$ cat src/hdl/pcnc_pkg.sv
// Shared types and constants of the partition cut-node counter.
// No dependencies; every other file of the block imports this package.
package pcnc_pkg;

   localparam int NODE_W = 16;
   localparam int PART_W = 6;
   localparam int CNT_W  = 17;
   localparam int EDGE_W = 32;

   localparam logic [CNT_W-1:0]  CNT_MAX  = {CNT_W{1'b1}};
   localparam logic [EDGE_W-1:0] EDGE_MAX = {EDGE_W{1'b1}};

   // Result queue geometry.
   localparam int RSP_DEPTH = 4;
   localparam int RSP_AW    = 2;
   localparam int RSP_CW    = 3;

   // Operation codes issued to the read-modify-write stage.
   localparam logic [1:0] OP_PASS = 2'd0;
   localparam logic [1:0] OP_MARK = 2'd1;
   localparam logic [1:0] OP_READ = 2'd2;

   typedef struct packed {
      logic              req_type;
      logic [NODE_W-1:0] src_node;
      logic [NODE_W-1:0] dst_node;
      logic [PART_W-1:0] src_part;
      logic [PART_W-1:0] dst_part;
   } req_beat_type;

   typedef struct packed {
      logic [1:0]        kind;
      logic [NODE_W-1:0] node;
      logic [PART_W-1:0] part;
      logic              inc_edge;
      logic              is_cut;
      logic              last;
   } op_type;

   typedef struct packed {
      logic              edge_is_cut;
      logic [EDGE_W-1:0] cut_edge_total;
      logic [CNT_W-1:0]  cut_node_total;
      logic [CNT_W-1:0]  part_count;
   } rsp_type;

endpackage

$ cat src/hdl/pcnc_chan_if.sv


interface pcnc_rsp_if;
   import pcnc_pkg::*;

   logic              valid;
   logic              ready;
   logic              edge_is_cut;
   logic [EDGE_W-1:0] cut_edge_total;
   logic [CNT_W-1:0]  cut_node_total;
   logic [CNT_W-1:0]  part_count;

   modport source (output valid, output edge_is_cut, output cut_edge_total,
                   output cut_node_total, output part_count, input ready);
   modport sink   (input valid, input edge_is_cut, input cut_edge_total,
                   input cut_node_total, input part_count, output ready);
endinterface

$ cat src/hdl/pcnc_rsp_fifo.sv
// Small result queue that decouples the update stage from the receiver.
// Depends on pcnc_pkg and pcnc_rsp_if.
module pcnc_rsp_fifo (
   input  logic                        clock,
   input  logic                        reset,
   input  logic                        push,
   input  pcnc_pkg::rsp_type           push_data,
   pcnc_rsp_if.source                  rsp_bus,
   output logic [pcnc_pkg::RSP_CW-1:0] count
);
   import pcnc_pkg::*;

   rsp_type           slots_ff [RSP_DEPTH];
   logic [RSP_AW-1:0] wr_ptr_ff, rd_ptr_ff;
   logic [RSP_CW-1:0] count_ff, count_in;
   logic              pop;
   rsp_type           head;

   assign head                   = slots_ff[rd_ptr_ff];
   assign rsp_bus.valid          = count_ff != '0;
   assign rsp_bus.edge_is_cut    = head.edge_is_cut;
   assign rsp_bus.cut_edge_total = head.cut_edge_total;
   assign rsp_bus.cut_node_total = head.cut_node_total;
   assign rsp_bus.part_count     = head.part_count;
   assign pop                    = rsp_bus.valid && rsp_bus.ready;
   assign count                  = count_ff;

   always_comb begin
      count_in = count_ff;
      if (push && !pop) begin
         count_in = count_ff + 1'b1;
      end else if (pop && !push) begin
         count_in = count_ff - 1'b1;
      end
   end

   always_ff @(posedge clock) begin
      if (reset) begin
         wr_ptr_ff <= '0;
         rd_ptr_ff <= '0;
         count_ff  <= '0;
      end else begin
         count_ff <= count_in;
         if (push) begin
            wr_ptr_ff <= wr_ptr_ff + 1'b1;
         end
         if (pop) begin
            rd_ptr_ff <= rd_ptr_ff + 1'b1;
         end
      end
   end

   always_ff @(posedge clock) begin
      if (push) begin
         slots_ff[wr_ptr_ff] <= push_data;
      end
   end

endmodule

$ cat src/flat_wrapper.sv
// flat-port wrapper written by rule: the top's interface ports become plain ports
module pcnc_rsp_fifo_flat import pcnc_pkg::*;
  (clock, reset, push, push_data, count, rsp_bus_valid, rsp_bus_edge_is_cut, rsp_bus_cut_edge_total, rsp_bus_cut_node_total, rsp_bus_part_count, rsp_bus_ready);
  pcnc_rsp_if rsp_bus_i ();
  input  logic clock;
  input  logic reset;
  input  logic push;
  input  pcnc_pkg::rsp_type push_data;
  output logic [pcnc_pkg::RSP_CW-1:0] count;
  output wire logic [$bits(rsp_bus_i.valid)-1:0] rsp_bus_valid;
  output wire logic [$bits(rsp_bus_i.edge_is_cut)-1:0] rsp_bus_edge_is_cut;
  output wire logic [$bits(rsp_bus_i.cut_edge_total)-1:0] rsp_bus_cut_edge_total;
  output wire logic [$bits(rsp_bus_i.cut_node_total)-1:0] rsp_bus_cut_node_total;
  output wire logic [$bits(rsp_bus_i.part_count)-1:0] rsp_bus_part_count;
  input wire logic [$bits(rsp_bus_i.ready)-1:0] rsp_bus_ready;
  assign rsp_bus_valid = rsp_bus_i.valid;
  assign rsp_bus_edge_is_cut = rsp_bus_i.edge_is_cut;
  assign rsp_bus_cut_edge_total = rsp_bus_i.cut_edge_total;
  assign rsp_bus_cut_node_total = rsp_bus_i.cut_node_total;
  assign rsp_bus_part_count = rsp_bus_i.part_count;
  assign rsp_bus_i.ready = rsp_bus_ready;
  pcnc_rsp_fifo u_core (.clock(clock), .reset(reset), .push(push), .push_data(push_data), .rsp_bus(rsp_bus_i), .count(count));
endmodule
$ cat config.mk
export PLATFORM = sky130hd
export DESIGN_NAME = pcnc_rsp_fifo_flat
export DESIGN_NICKNAME = d
export VERILOG_FILES = /design/src/hdl/pcnc_pkg.sv /design/src/hdl/pcnc_chan_if.sv /design/src/hdl/pcnc_rsp_fifo.sv /design/src/flat_wrapper.sv
export SDC_FILE = /design/constraint.sdc
export NUM_CORES = 1
export LEC_CHECK = 0
export BUFFER_PORTS_ARGS = -buffer_cell sky130_fd_sc_hd__buf_2
export CORE_ASPECT_RATIO = 0.6
export CORE_MARGIN = 3
export CORE_UTILIZATION = 25
export DETAILED_ROUTE_END_ITERATION = 10
export PLACE_DENSITY = 0.48
export SYNTH_ARGS = -nofsm -noshare
export SYNTH_HDL_FRONTEND = slang
export SYNTH_SLANG_ARGS = --single-unit
$ cat constraint.sdc
create_clock -name clock -period 7.4 [get_ports clock]
set_input_delay 1.48 -clock clock [delete_from_list [all_inputs] [get_ports clock]]
set_output_delay 1.48 -clock clock [all_outputs]
set_load 0.1 [all_outputs]
==> impl_metrics.ini <==
[run_status]
status = finished clean

[worst_setup_path]
end_kind = output pin
r2r_slack_ps = 5210
cp-start-kind = flop
crit_slowest_cell = buf_4
r2r_cells = 7
critPathKind = reg -> out
r2r_end = u_core.count[2]
path_cells = buf_4 -> mux4_2 -> buf_2
required_ps = 5920
critPathMaxFanout = 39
timing.rr.start = u_core.count[0]
critPathMaxStageDelay_ps = 780
cp.arrival_ps = 3020

[clocking]
cts_setup_buffers = 0
cts_resized = 0
cts_max_level = 1
cts.sinks = 277
tritoncts = yes
clk_latency_ps = 540
hold_buffers = 0
cts_buffers = 29
cts-root-buf = clkbuf_16
clkTransAtPathRegs_ps = 60
clk_path_buf_depth = 3

[timing]
finalSetupViolCount = 0
min_period_ps = 4500
final_max_slew_viol_count = 0
skew_ps = 13.0
hold_viol_final = 0
tightest_slew_ps = 1180
relSlewSlack_pct = 21.2
tns_ps = 0
period_share_pct = 60.8
rsz0062_at_grt = false
max_freq_ghz = 0.222

[floorplanning]
pin_count = 142
rows = 56
dieArea_um2 = 43100
die_w_um = 266
fp.dieH_um = 162
core_area_um2 = 39500
start_util_pct = 25.6

[yosys]
ys_seq_elements = 277
yosys_warnings = 0
synth_largest_area_cell = edfxtp_1
synth_ff_type = edfxtp_1
async_flop_share_pct = 0
yosysUniqueCellTypes = 22
syn_avg_cell_area_um2 = 25.8
synth_area_um2 = 10100
yosysSeqAreaShare_pct = 81.2
synth_nets = 470
synth_cells = 393
synth-edff-count = 268
ys_top_cells_by_area = edfxtp_1 79%, mux4_2 15%, dfxtp_1 1.8%
synth.top_cell.area_share_pct = 79.4

[detailed_routing]
ant_nets = 0
via_count = 4564
dr.first_iter.drc_count = 238
first_pass_iters = 4
wl_per_cell_um = 19.2
drt-vias-per-instance = 4.18
drc = 0
wl_um = 21000

[layout]
fin_util_pct = 30.9
drive_gt1_share_pct = 44.7
fill_cells = 3843
post-route-cell-area_um2 = 12200
area_growth_pct = 20.6
nNetsFinal = 627
num_antenna_cells = 0
layout_common_cells = 268 x edfxtp_1, 141 x buf_2, 67 x mux4_2
final_common_cell = edfxtp_1

[hold_path]
worstHoldStart = u_core.rd_ptr_ff[1]
min_path_cells = 2
hold_path_class = reg -> reg
min_to = u_core.rd_ptr_ff[1]

[placed_design]
dpl_cell_area_um2 = 11400
dpl.hpwl_um = 11600
globalplace.congestion = 0.645
portBuffers = 141

[global_routing]
grt_pass1_wl_um = 32200
grt_pass1_vias = 5191
grt_max_degree = 68
antenna_found_initial = 2
track_usage_pct = 9.82
globalRoute.totalOverflow = 0

[power_and_ir_drop]
leakagePower_nw = 3.99
vdd_drop_max_uv = 257
powerDensity_nw_per_um2 = 417

[flow_run]
cap_violations = 0
flip-flops by register name, indices dropped and copies added, names as in the netlist, named ones only:
signal            count
u_core.wr_ptr_ff      2
u_core.slots_ff     268
u_core.rd_ptr_ff      2
u_core.count          3
worst max-delay path by stage:
stage | endpoint | slack, ps | depth (start not counted) | start
final | rsp_bus_cut_edge_total[28] | 2900 | 3 | flop
after global routing | rsp_bus_part_count[2] | 2570 | 3 | flop
after CTS | rsp_bus_part_count[2] | 2690 | 3 | flop
after detailed placement | rsp_bus_part_count[2] | 3290 | 3 | flop
after global placement | rsp_bus_part_count[2] | 3280 | 3 | flop
after floorplan | u_core.slots_ff[0][0] | 3910 | 1 | push
cell usage after synthesis, drive strengths merged (2+ instances only):
| master | instances |
|---|---|
| and2 | 4 |
| buf | 15 |
| dfxtp | 9 |
| edfxtp | 268 |
| ha | 5 |
| inv | 3 |
| mux2i | 2 |
| mux4 | 67 |
| nor2 | 7 |
| or3 | 2 |
| xor2 | 4 |
per-layer routing:
| layer | GRT usage [%] | wire length, um | vias up |
|---|---|---|---|
| met1 | 12.1 | 8660 | 2422 |
| met2 | 17.2 | 10700 | 107 |
| met5 | 0 | 0 | - |
| li1 | - | - | 2000 |
| met3 | 2.82 | 1120 | 35 |
| met4 | 2.14 | 496 | 0 |
critical path: cells and delay by family (launching register included):
family   cells  cell delay (ps)
flops        1              740
mux          1              620
buf+inv      2             1090
logic make-up (layout without fill, tap and decap cells):
family	Yosys count	after routing	synth area share (%)
buffers and inverters	19	196	1.58
AO/OA/AOI/OAI	4	4	0.259
XOR/XNOR	5	5	0.432
flip-flops	277	277	81.2
AND/OR/NAND/NOR	13	13	0.630
adder cells (fa/ha/maj)	6	6	0.815
multiplexers	69	69	15.1
cell type report:
cell class,count,area (um2),area share [%]
Clock inverter,19,120,0.982
Multi-Input combinational cell,97,1760,14.4
Clock buffer,32,737,6.03
Sequential cell,277,8240,67.4
Inverter,3,11.3,0.0921
Timing Repair Buffer,142,713,5.83
Tap cell,522,653,5.34
metrics by stage:
| stage | power (mW) | instances | setup WS (ps) | hold WS (ps) |
|---|---|---|---|---|
| floorplan | 3.57 | 393 | 3910 | 485 |
| global placement | 3.81 | 1041 | 3280 | 509 |
| detailed placement | 3.82 | 1041 | 3290 | 510 |
| CTS | 5.19 | 1092 | 2690 | 535 |
| global route | 5.29 | 1092 | 2570 | 557 |
| finish | 5.09 | 1092 | 2900 | 536 |
report_power, final:
| part | internal [mW] | total (mW) | leakage [nW] | switching (mW) |
|---|---|---|---|---|
| Combinational | 0.395 | 1.84 | 1.04 | 1.44 |
| Clock | 0.746 | 1.33 | 0.412 | 0.588 |
| Sequential | 1.81 | 1.92 | 2.54 | 0.105 |
| Total | 2.95 | 5.09 | 3.99 | 2.14 |
(Power assumes the default switching activity.)
