===== src/hdl/pcnc_pkg.sv =====
// Shared types and constants of the partition cut-node counter.
// No dependencies; every other file of the block imports this package.
package pcnc_pkg;

   localparam int NODE_W = 16;
   localparam int PART_W = 6;
   localparam int CNT_W  = 17;
   localparam int EDGE_W = 32;

   localparam logic [CNT_W-1:0]  CNT_MAX  = {CNT_W{1'b1}};
   localparam logic [EDGE_W-1:0] EDGE_MAX = {EDGE_W{1'b1}};

   // Result queue geometry.
   localparam int RSP_DEPTH = 4;
   localparam int RSP_AW    = 2;
   localparam int RSP_CW    = 3;

   // Operation codes issued to the read-modify-write stage.
   localparam logic [1:0] OP_PASS = 2'd0;
   localparam logic [1:0] OP_MARK = 2'd1;
   localparam logic [1:0] OP_READ = 2'd2;

   typedef struct packed {
      logic              req_type;
      logic [NODE_W-1:0] src_node;
      logic [NODE_W-1:0] dst_node;
      logic [PART_W-1:0] src_part;
      logic [PART_W-1:0] dst_part;
   } req_beat_type;

   typedef struct packed {
      logic [1:0]        kind;
      logic [NODE_W-1:0] node;
      logic [PART_W-1:0] part;
      logic              inc_edge;
      logic              is_cut;
      logic              last;
   } op_type;

   typedef struct packed {
      logic              edge_is_cut;
      logic [EDGE_W-1:0] cut_edge_total;
      logic [CNT_W-1:0]  cut_node_total;
      logic [CNT_W-1:0]  part_count;
   } rsp_type;

endpackage


===== src/hdl/pcnc_chan_if.sv =====
// Valid/ready channel interfaces for request and response beats.
// Depends on pcnc_pkg for field widths.
interface pcnc_req_if;
   import pcnc_pkg::*;

   logic              valid;
   logic              ready;
   logic              req_type;
   logic [NODE_W-1:0] src_node;
   logic [NODE_W-1:0] dst_node;
   logic [PART_W-1:0] src_part;
   logic [PART_W-1:0] dst_part;

   modport source (output valid, output req_type, output src_node, output dst_node,
                   output src_part, output dst_part, input ready);
   modport sink   (input valid, input req_type, input src_node, input dst_node,
                   input src_part, input dst_part, output ready);
endinterface



===== src/hdl/pcnc_seq.sv =====
// Sequencer: holds one request beat, splits it into memory operations and
// runs the clearing pass after reset. Depends on pcnc_pkg and pcnc_req_if.
module pcnc_seq #(
   parameter int NODE_COUNT = 65536,
   parameter int PART_COUNT = 64,
   localparam int CLR_N  = (NODE_COUNT > PART_COUNT) ? NODE_COUNT : PART_COUNT,
   localparam int CLR_AW = $clog2(CLR_N)
) (
   input  logic                       clock,
   input  logic                       reset,
   pcnc_req_if.sink                   req_bus,
   input  logic [pcnc_pkg::RSP_CW-1:0] fifo_count,
   input  logic                       s1_last,
   output logic                       op_valid,
   output pcnc_pkg::op_type           op,
   output logic                       clr_en,
   output logic [CLR_AW-1:0]          clr_addr
);
   import pcnc_pkg::*;

   logic               hold_valid_ff, hold_valid_in;
   req_beat_type       hold_ff, hold_in;
   logic               phase_ff, phase_in;
   logic [CLR_AW-1:0]  clr_cnt_ff, clr_cnt_in;
   logic               clr_done_ff, clr_done_in;
   logic [RSP_CW:0]    occupancy;
   logic               credit_ok;
   logic               issue;
   logic               accept;

   always_comb begin
      op = '0;
      if (hold_ff.req_type) begin
         op.kind = OP_READ;
         op.part = hold_ff.src_part;
         op.last = 1'b1;
      end else if (hold_ff.src_part != hold_ff.dst_part) begin
         op.kind   = OP_MARK;
         op.is_cut = 1'b1;
         if (!phase_ff) begin
            op.node     = hold_ff.src_node;
            op.part     = hold_ff.src_part;
            op.inc_edge = 1'b1;
         end else begin
            op.node = hold_ff.dst_node;
            op.part = hold_ff.dst_part;
            op.last = 1'b1;
         end
      end else begin
         op.kind = OP_PASS;
         op.last = 1'b1;
      end
   end

   // A result may still be on its way from the update stage.
   assign occupancy = {1'b0, fifo_count} + {{RSP_CW{1'b0}}, s1_last};
   assign credit_ok = occupancy < (RSP_CW + 1)'(RSP_DEPTH);
   assign issue     = clr_done_ff && hold_valid_ff && credit_ok;
   assign op_valid  = issue;

   assign req_bus.ready = clr_done_ff && (!hold_valid_ff || (issue && op.last));
   assign accept        = req_bus.valid && req_bus.ready;

   always_comb begin
      hold_valid_in = hold_valid_ff;
      hold_in       = hold_ff;
      phase_in      = phase_ff;
      if (issue && !op.last) begin
         phase_in = 1'b1;
      end
      if (issue && op.last) begin
         hold_valid_in = 1'b0;
      end
      if (accept) begin
         hold_valid_in    = 1'b1;
         phase_in         = 1'b0;
         hold_in.req_type = req_bus.req_type;
         hold_in.src_node = req_bus.src_node;
         hold_in.dst_node = req_bus.dst_node;
         hold_in.src_part = req_bus.src_part;
         hold_in.dst_part = req_bus.dst_part;
      end
   end

   always_comb begin
      clr_cnt_in  = clr_cnt_ff;
      clr_done_in = clr_done_ff;
      if (!clr_done_ff) begin
         if (clr_cnt_ff == CLR_AW'(CLR_N - 1)) begin
            clr_done_in = 1'b1;
         end else begin
            clr_cnt_in = clr_cnt_ff + 1'b1;
         end
      end
   end

   assign clr_en   = !clr_done_ff;
   assign clr_addr = clr_cnt_ff;

   always_ff @(posedge clock) begin
      if (reset) begin
         hold_valid_ff <= 1'b0;
         phase_ff      <= 1'b0;
         clr_cnt_ff    <= '0;
         clr_done_ff   <= 1'b0;
      end else begin
         hold_valid_ff <= hold_valid_in;
         phase_ff      <= phase_in;
         clr_cnt_ff    <= clr_cnt_in;
         clr_done_ff   <= clr_done_in;
      end
   end

   always_ff @(posedge clock) begin
      hold_ff <= hold_in;
   end

endmodule


===== src/flat_wrapper.sv =====
// flat-port wrapper written by rule: the top's interface ports become plain ports
module pcnc_seq_flat import pcnc_pkg::*;
#(
   parameter int NODE_COUNT = 65536,
   parameter int PART_COUNT = 64,
   localparam int CLR_N  = (NODE_COUNT > PART_COUNT) ? NODE_COUNT : PART_COUNT,
   localparam int CLR_AW = $clog2(CLR_N)
)
  (clock, reset, fifo_count, s1_last, op_valid, op, clr_en, clr_addr, req_bus_valid, req_bus_req_type, req_bus_src_node, req_bus_dst_node, req_bus_src_part, req_bus_dst_part, req_bus_ready);
  pcnc_req_if req_bus_i ();
  input  logic clock;
  input  logic reset;
  input  logic [pcnc_pkg::RSP_CW-1:0] fifo_count;
  input  logic s1_last;
  output logic op_valid;
  output pcnc_pkg::op_type op;
  output logic clr_en;
  output logic [CLR_AW-1:0] clr_addr;
  input wire logic [$bits(req_bus_i.valid)-1:0] req_bus_valid;
  input wire logic [$bits(req_bus_i.req_type)-1:0] req_bus_req_type;
  input wire logic [$bits(req_bus_i.src_node)-1:0] req_bus_src_node;
  input wire logic [$bits(req_bus_i.dst_node)-1:0] req_bus_dst_node;
  input wire logic [$bits(req_bus_i.src_part)-1:0] req_bus_src_part;
  input wire logic [$bits(req_bus_i.dst_part)-1:0] req_bus_dst_part;
  output wire logic [$bits(req_bus_i.ready)-1:0] req_bus_ready;
  assign req_bus_i.valid = req_bus_valid;
  assign req_bus_i.req_type = req_bus_req_type;
  assign req_bus_i.src_node = req_bus_src_node;
  assign req_bus_i.dst_node = req_bus_dst_node;
  assign req_bus_i.src_part = req_bus_src_part;
  assign req_bus_i.dst_part = req_bus_dst_part;
  assign req_bus_ready = req_bus_i.ready;
  pcnc_seq #(.NODE_COUNT(NODE_COUNT), .PART_COUNT(PART_COUNT)) u_core (.clock(clock), .reset(reset), .req_bus(req_bus_i), .fifo_count(fifo_count), .s1_last(s1_last), .op_valid(op_valid), .op(op), .clr_en(clr_en), .clr_addr(clr_addr));
endmodule

===== config.mk =====
export PLATFORM = sky130hd
export DESIGN_NAME = pcnc_seq_flat
export DESIGN_NICKNAME = d
export VERILOG_FILES = /design/src/hdl/pcnc_pkg.sv /design/src/hdl/pcnc_chan_if.sv /design/src/hdl/pcnc_seq.sv /design/src/flat_wrapper.sv
export SDC_FILE = /design/constraint.sdc
export NUM_CORES = 1
export LEC_CHECK = 0
export CAP_MARGIN = 20
export CORE_MARGIN = 5
export CORE_UTILIZATION = 25
export CTS_CLUSTER_SIZE = 12
export DETAILED_ROUTE_END_ITERATION = 16
export DONT_BUFFER_PORTS = 1
export HOLD_SLACK_MARGIN = 0.03
export PLACE_DENSITY_LB_ADDON = 0.3
export SYNTH_ARGS = -nofsm -noshare
export SYNTH_HDL_FRONTEND = slang
export SYNTH_SLANG_ARGS = --single-unit

===== constraint.sdc =====
create_clock -name clock -period 4.5 [get_ports clock]
set_input_delay 0.45 -clock clock [delete_from_list [all_inputs] [get_ports clock]]
set_output_delay 0.45 -clock clock [all_outputs]
set_load 0.01 [all_outputs]

==> run_results.csv, run 1 <==
group,metric,value,unit
floorplan,initial_utilization,25.4,%
detailed_routing,vias_per_cell,5.01,
finish,final_nets,299,
sta,worst_slew_pin_slew,587,ps
floorplan,dieArea,13700,um^2
cts,clk_latency,330,ps
placed_design,placed_area,3020,um^2
global_routing,grtUsageTotal,9.46,%
logic_synthesis,synth_top_area_share,47.0,%
worst_setup_path,end_kind,"output pin",
worst_setup_path,startpoint,"u_core.hold_ff[10]$_DFFE_PP_",
power_and_ir_drop,p_comb_share,0.5,%
power_and_ir_drop,p_leak,0.00104,uW
worst_setup_path,cp.arrival,2270,ps
detailed_routing,wl_per_cell,15.8,um
floorplan,top_level_ports,98,
global_routing,grt_pass1_vias,1935,
global_routing,grt_antenna_before_repair,0,
logic_synthesis,yosys_warnings,0,
min_path,min-delay-start,"reset",
flow_run,cap_viol_max_count,0,
worst_setup_path,start_kind,"flip-flop",
sta,layout_min_cycle_time,2720,ps
logic_synthesis,ys.flop_type,"edfxtp_1",
cts,cts_root_buf,"clkbuf_16",
power_and_ir_drop,ir_worst_vdd,0.313,mV
cts,cts_buffer_depth,2,
cts,cts_tree,"done",
logic_synthesis,synth_seq_cells,64,
finish,drive_above_1_share,9.96,%
run_status,status,"finished clean",
global_routing,grt_pass1_wl,9710,um
sta,fin_tns_setup,0,ps
cts,clock_sinks,64,
detailed_routing,vias,1972,
logic_synthesis,synth-edff-count,45,
cts,htreeDepth,3,
logic_synthesis,synth.distinct_cells,41,
logic_synthesis,netlist_instances,244,
sta,hold_viol_final,0,
worst_setup_path,cp_data_required_time,4050,ps
finish,n_antenna_cell,0,
logic_synthesis,yosysTopAreaCell,"edfxtp_1",
global_routing,grt_max_degree,46,
cts,hold_buffers,0,
detailed_routing,ant_nets,0,
cts,postCtsResizedCells,0,
cts,cts_setup_buffers,0,
sta,setup_viol,0,
sta,drv_slew,0,
placed_design,portBuffers,0,
logic_synthesis,ys_top_cells_by_count,"edfxtp_1, nor2_1, dfxtp_1",
placed_design,hpwl,4370,um
worst_setup_path,reg2regPathDepth,5,
logic_synthesis,yosysMostFrequentCell,"edfxtp_1",
min_path,min_path_type,"in2reg",
logic_synthesis,avgSynthCellArea,11.8,um^2
detailed_routing,dr.pass1.iters,5,
min_path,holdPathStages,1,
floorplan,die_w,117,um
worst_setup_path,crit_fanout,15,
power_and_ir_drop,switchingPower,261,uW
finish,fillCellCount,1160,
sta,max_freq,368,MHz
power_and_ir_drop,clkPwrFrac,53.3,%
power_and_ir_drop,p_int,1120,uW
worst_setup_path,rrSetupSlack,1880,ps
cts,cts.clk_slew.worst_paths,50,ps
power_and_ir_drop,swShare,18.9,%
logic_synthesis,synth_nets,297,
worst_setup_path,worst-setup-path-type,"reg2out",
detailed_routing,drt-total-wl,6240,um
floorplan,die_h,117,um
sta,finalCritPeriodShare,60.4,%
logic_synthesis,seq_area_frac_synth,60.3,%
floorplan,placementRows,39,
finish,final_area,3340,um^2
placed_design,gp_congestion,0.694,
sta,skew,5.61,ps
logic_synthesis,ys_top_cells_by_area,"edfxtp_1, dfxtp_1, mux2i_1",
power_and_ir_drop,share_seq_of_total_power,46.2,%
cts,numCtsBuffers,9,
sta,rsz0062_at_grt,"false",
logic_synthesis,ys_async_sr_fraction,0,%
logic_synthesis,synth_area,2870,um^2
floorplan,coreArea,11300,um^2
detailed_routing,drt_iter0_markers,112,
sta,maxSlewHeadroom,60.7,%
detailed_routing,drc,0,
global_routing,grt_overflow,0,
worst_setup_path,r2r_start,"u_core.hold_ff[10]$_DFFE_PP_",
finish,syn_to_final_growth,16.2,%
power_and_ir_drop,power_density,414,nW/um^2
-- stage by stage --
step / instances / setup WS [ps] / power (uW) / hold WS (ps) / util (%)
2_1_floorplan: 244 / 1230 / 656 / 508 / -
3_3_place_gp: 378 / 1940 / 656 / 523 / 26.6
3_5_place_dp: 378 / 1900 / 657 / 524 / 26.6
4_1_cts: 394 / 1750 / 1410 / 165 / 29.5
5_1_grt: 394 / 1560 / 1440 / 161 / 29.5
6_report: 394 / 1780 / 1380 / 185 / 29.5
-- final cells by class --
class / count / area (um^2) / area share, %
sequential: 64 / 1730 / 51.9
multi-input combinational: 162 / 1060 / 31.8
clock buffer: 9 / 225 / 6.75
tap: 143 / 179 / 5.36
clock inverter: 7 / 96.3 / 2.89
timing repair buffer: 3 / 22.5 / 0.675
inverter: 6 / 22.5 / 0.675
-- layer usage --
layer	part of all wire, %	wire (um)	global-route usage, %	vias to the layer above
met3	14	864	7.30	11
met5	0	0	0	-
met1	38	2400	9.62	936
met4	1.9	121	4.59	0
met2	46	2860	14.2	93
li1	-	-	-	932
-- final timing paths --
| check | to |
|---|---|
| setup / recovery | req_bus_ready |
| hold / removal | u_core.clr_addr[12]$_SDFFE_PP0P_ |
| setup reg to reg | u_core.hold_ff[37]$_DFFE_PP_ |
| hold reg to reg | u_core.clr_addr[15]$_SDFFE_PP0P_ |
-- state kept, by name, summed over array words and instances (netlist names) --
signal / count
u_core.clr_addr: 16
u_core.clr_done_ff: 1
u_core.phase_ff: 1
u_core.hold_valid_ff: 1
u_core.hold_ff: 45
-- power groups by stage --
stage	sequential [uW]	combinational [uW]	clock (uW)
6_report	638	6.75	737
5_1_grt	638	8.21	795
4_1_cts	638	6.89	761
3_5_place_dp	650	6.88	0
3_3_place_gp	650	6.53	0
2_1_floorplan	648	7.98	0
-- cell families after synthesis --
| family | synth area share (%) |
|---|---|
| AO/OA/AOI/OAI | 9.41 |
| XOR/XNOR | 1.83 |
| adder cells (fa/ha/maj) | 0.435 |
| buffers and inverters | 3.18 |
| flip-flops | 60.3 |
| multiplexers | 6.71 |
| AND/OR/NAND/NOR | 18.2 |
-- worst max-delay path, stage by stage (launching register included) --
cell and delay (ps):
edfxtp_1 430, xnor2_1 170, nand4_1 480, o2111a_1 500
nor3_1 350
-- cells in the final DEF (no fill, tap or decap), types with 3 or more instances in the layout --
cell / netlist / routed
o31ai_1: 4 / 4
buf_4: 2 / 3
o21ai_0: 7 / 7
edfxtp_1: 45 / 45
or3_1: 5 / 5
nand2_1: 16 / 16
nor2_1: 26 / 26
and4b_1: 3 / 3
nor2b_1: 4 / 4
dfxtp_1: 19 / 19
nand3_1: 12 / 12
or4_1: 4 / 4
clkinv_1: 2 / 3
nor3_1: 7 / 6
mux2i_1: 17 / 17
o211ai_1: 7 / 7
xnor2_1: 6 / 6
inv_1: 4 / 4
a21oi_1: 12 / 12
o2111ai_1: 6 / 6
nand4_1: 6 / 6
clkbuf_16: 0 / 9
Note: power is estimated with default switching activity, not from simulation.
==> run 2, diff against run 1 <==
Clock period 4.5 ns to 2.5 ns, I/O delays scaled along.
==> run 2 against run 1 <==
Cell count is 13% higher. Register-to-register slack worse by 1400 ps. Clock power is 79% higher. Global-route usage is 1.1 points higher. Critical path depth is 3 higher. Critical endpoint is now op[24]. Largest cell class unchanged.
==> run_results.csv, run 2 (synthesized netlist as in run 1, its figures left out) <==
group,metric,value,unit
global_routing,grt_overflow,0,
sta,finalCritPeriodShare,87.1,%
flow_run,cap_viol_max_count,0,
cts,cts_root_buf,"clkbuf_16",
finish,top_register,"u_core.hold_ff",
min_path,min_path_type,"in2reg",
global_routing,grt_antenna_before_repair,0,
detailed_routing,ant_nets,0,
min_path,hold_end,"u_core.clr_addr[1]$_SDFFE_PP0P_",
cts,clock_sinks,64,
placed_design,hpwl,4620,um
cts,cts_setup_buffers,0,
cts,cts.clk_slew.worst_paths,60,ps
sta,drv_slew,0,
power_and_ir_drop,ir_worst_vdd,0.500,mV
finish,final_common_cell,"dlygate4sd3_1",
detailed_routing,vias_per_cell,4.81,
cts,clk_latency,330,ps
sta,hold_viol_final,0,
worst_setup_path,r2r_start,"u_core.hold_ff[44]$_DFFE_PP_",
global_routing,grt_pass1_wl,10800,um
global_routing,grt_pass1_vias,2175,
worst_setup_path,end_kind,"output pin",
floorplan,coreArea,11300,um^2
global_routing,grt_max_degree,46,
worst_setup_path,cp.arrival,1930,ps
sta,rsz0062_at_grt,"false",
detailed_routing,wl_per_cell,15.5,um
detailed_routing,drt-total-wl,6910,um
floorplan,top_level_ports,98,
cts,htreeDepth,3,
placed_design,place_inst,386,
worst_setup_path,timing.critical_path.mode_cell,"buf_4",
placed_design,gp_congestion,0.747,
floorplan,die_h,117,um
power_and_ir_drop,p_leak,0.00126,uW
finish,fin_cells,447,
min_path,holdPathStages,2,
worst_setup_path,critical-path-top-delay-family,"buffers and inverters",
finish,final_cell_mix,"dlygate4sd3_1, edfxtp_1, nor2_1",
power_and_ir_drop,power_density,658,nW/um^2
worst_setup_path,reg2regPathDepth,4,
sta,max_freq,459,MHz
finish,final_nets,353,
sta,hold_ws,106,ps
run_status,status,"finished clean",
worst_setup_path,cp_num_buf_inv,3,
floorplan,dieArea,13700,um^2
placed_design,portBuffers,0,
cts,numCtsBuffers,9,
worst_setup_path,start_kind,"flip-flop",
cts,postCtsResizedCells,0,
worst_setup_path,critical_path.slowest_cell,"edfxtp_1",
floorplan,die_w,117,um
global_routing,grtUsageTotal,10.5,%
detailed_routing,vias,2151,
floorplan,initial_utilization,25.4,%
detailed_routing,dr.pass1.iters,4,
cts,cts_buffer_depth,2,
worst_setup_path,rrSetupSlack,520,ps
floorplan,placementRows,39,
detailed_routing,drc,0,
finish,n_antenna_cell,0,
sta,worst_slew_pin_slew,739,ps
worst_setup_path,critPathMaxStageDelay,430,ps
worst_setup_path,worst-setup-path-type,"reg2out",
min_path,min-delay-start,"reset",
sta,maxSlewHeadroom,50.5,%
worst_setup_path,r2r-end,"u_core.hold_ff[32]$_DFFE_PP_",
worst_setup_path,cp_num_cells,7,
worst_setup_path,cp_data_required_time,2250,ps
finish,syn_to_final_growth,34.4,%
cts,cts_tree,"done",
sta,layout_min_cycle_time,2180,ps
finish,drive_above_1_share,10.5,%
finish,largest_reg_flops,45,
cts,hold_buffers,46,
sta,skew,6.54,ps
detailed_routing,drt_iter0_markers,99,
sta,fin_tns_setup,0,ps
worst_setup_path,crit_path_cell_trace,"xnor2_1, nand4_1, buf_4, o21ai_1, buf_4, nor2_1, buf_4",
worst_setup_path,crit_fanout,18,
sta,setup_viol,0,
run 2: changes by cell type in the layout (fill, tap and decap cells not counted), sizes merged:
| cell | before | now |
|---|---|---|
| clkbuf | 9 | 10 |
| clkinvlp | 2 | 3 |
| dlygate4sd3 | 0 | 46 |
| clkinv | 5 | 2 |
| buf | 3 | 11 |
run 2: worst max-delay path by stage:
stage | start | to
finish | u_core.hold_ff[10]$_DFFE_PP_ | op[24]
global route | u_core.hold_ff[6]$_DFFE_PP_ | op[24]
CTS | u_core.hold_ff[10]$_DFFE_PP_ | op[24]
floorplan | u_core.hold_ff[6]$_DFFE_PP_ | u_core.hold_ff[0]$_DFFE_PP_
detailed placement | u_core.hold_ff[44]$_DFFE_PP_ | u_core.hold_ff[28]$_DFFE_PP_
global placement | u_core.hold_ff[44]$_DFFE_PP_ | u_core.hold_ff[16]$_DFFE_PP_
run 2: per-stage QoR:
step	instance area (um^2)	total power (uW)	util, %	worst slack (ps)
floorplan	2880	1180	-	-112
global placement	3090	1180	27.3	599
detailed placement	3090	1180	27.3	551
CTS	3860	2600	34.1	310
global route	3860	2650	34.1	178
finish	3860	2540	34.1	324
run 2: worst reg2reg max path, delay by kind of cell, from the launching register on:
kind	cells	cell delay [ps]
compound gates	1	260
buf+inv	2	600
flops	1	560
simple gates	1	210
run 2: final cells by class:
type | count | area, um^2
fill | 1084 | 7460
sequential | 64 | 1730
multi-input combinational | 162 | 1060
timing repair buffer | 57 | 556
clock buffer | 10 | 229
tap | 143 | 179
clock inverter | 5 | 82.6
inverter | 6 | 22.5
run 2: per-layer routing:
layer	track usage, %	vias up	share of wire (%)
met1	11.4	1011	40
met4	5.66	0	1.9
met2	16.7	91	48
met5	0	-	0
li1	-	1038	-
met3	5.55	11	9.8
run 2: power breakdown:
group | leakage, uW | internal, uW | switching (uW)
clock | 0.000141 | 866 | 451
sequential | 0.000558 | 1140 | 9.44
combinational | 0.000565 | 55.0 | 19.8
total | 0.00126 | 2060 | 480
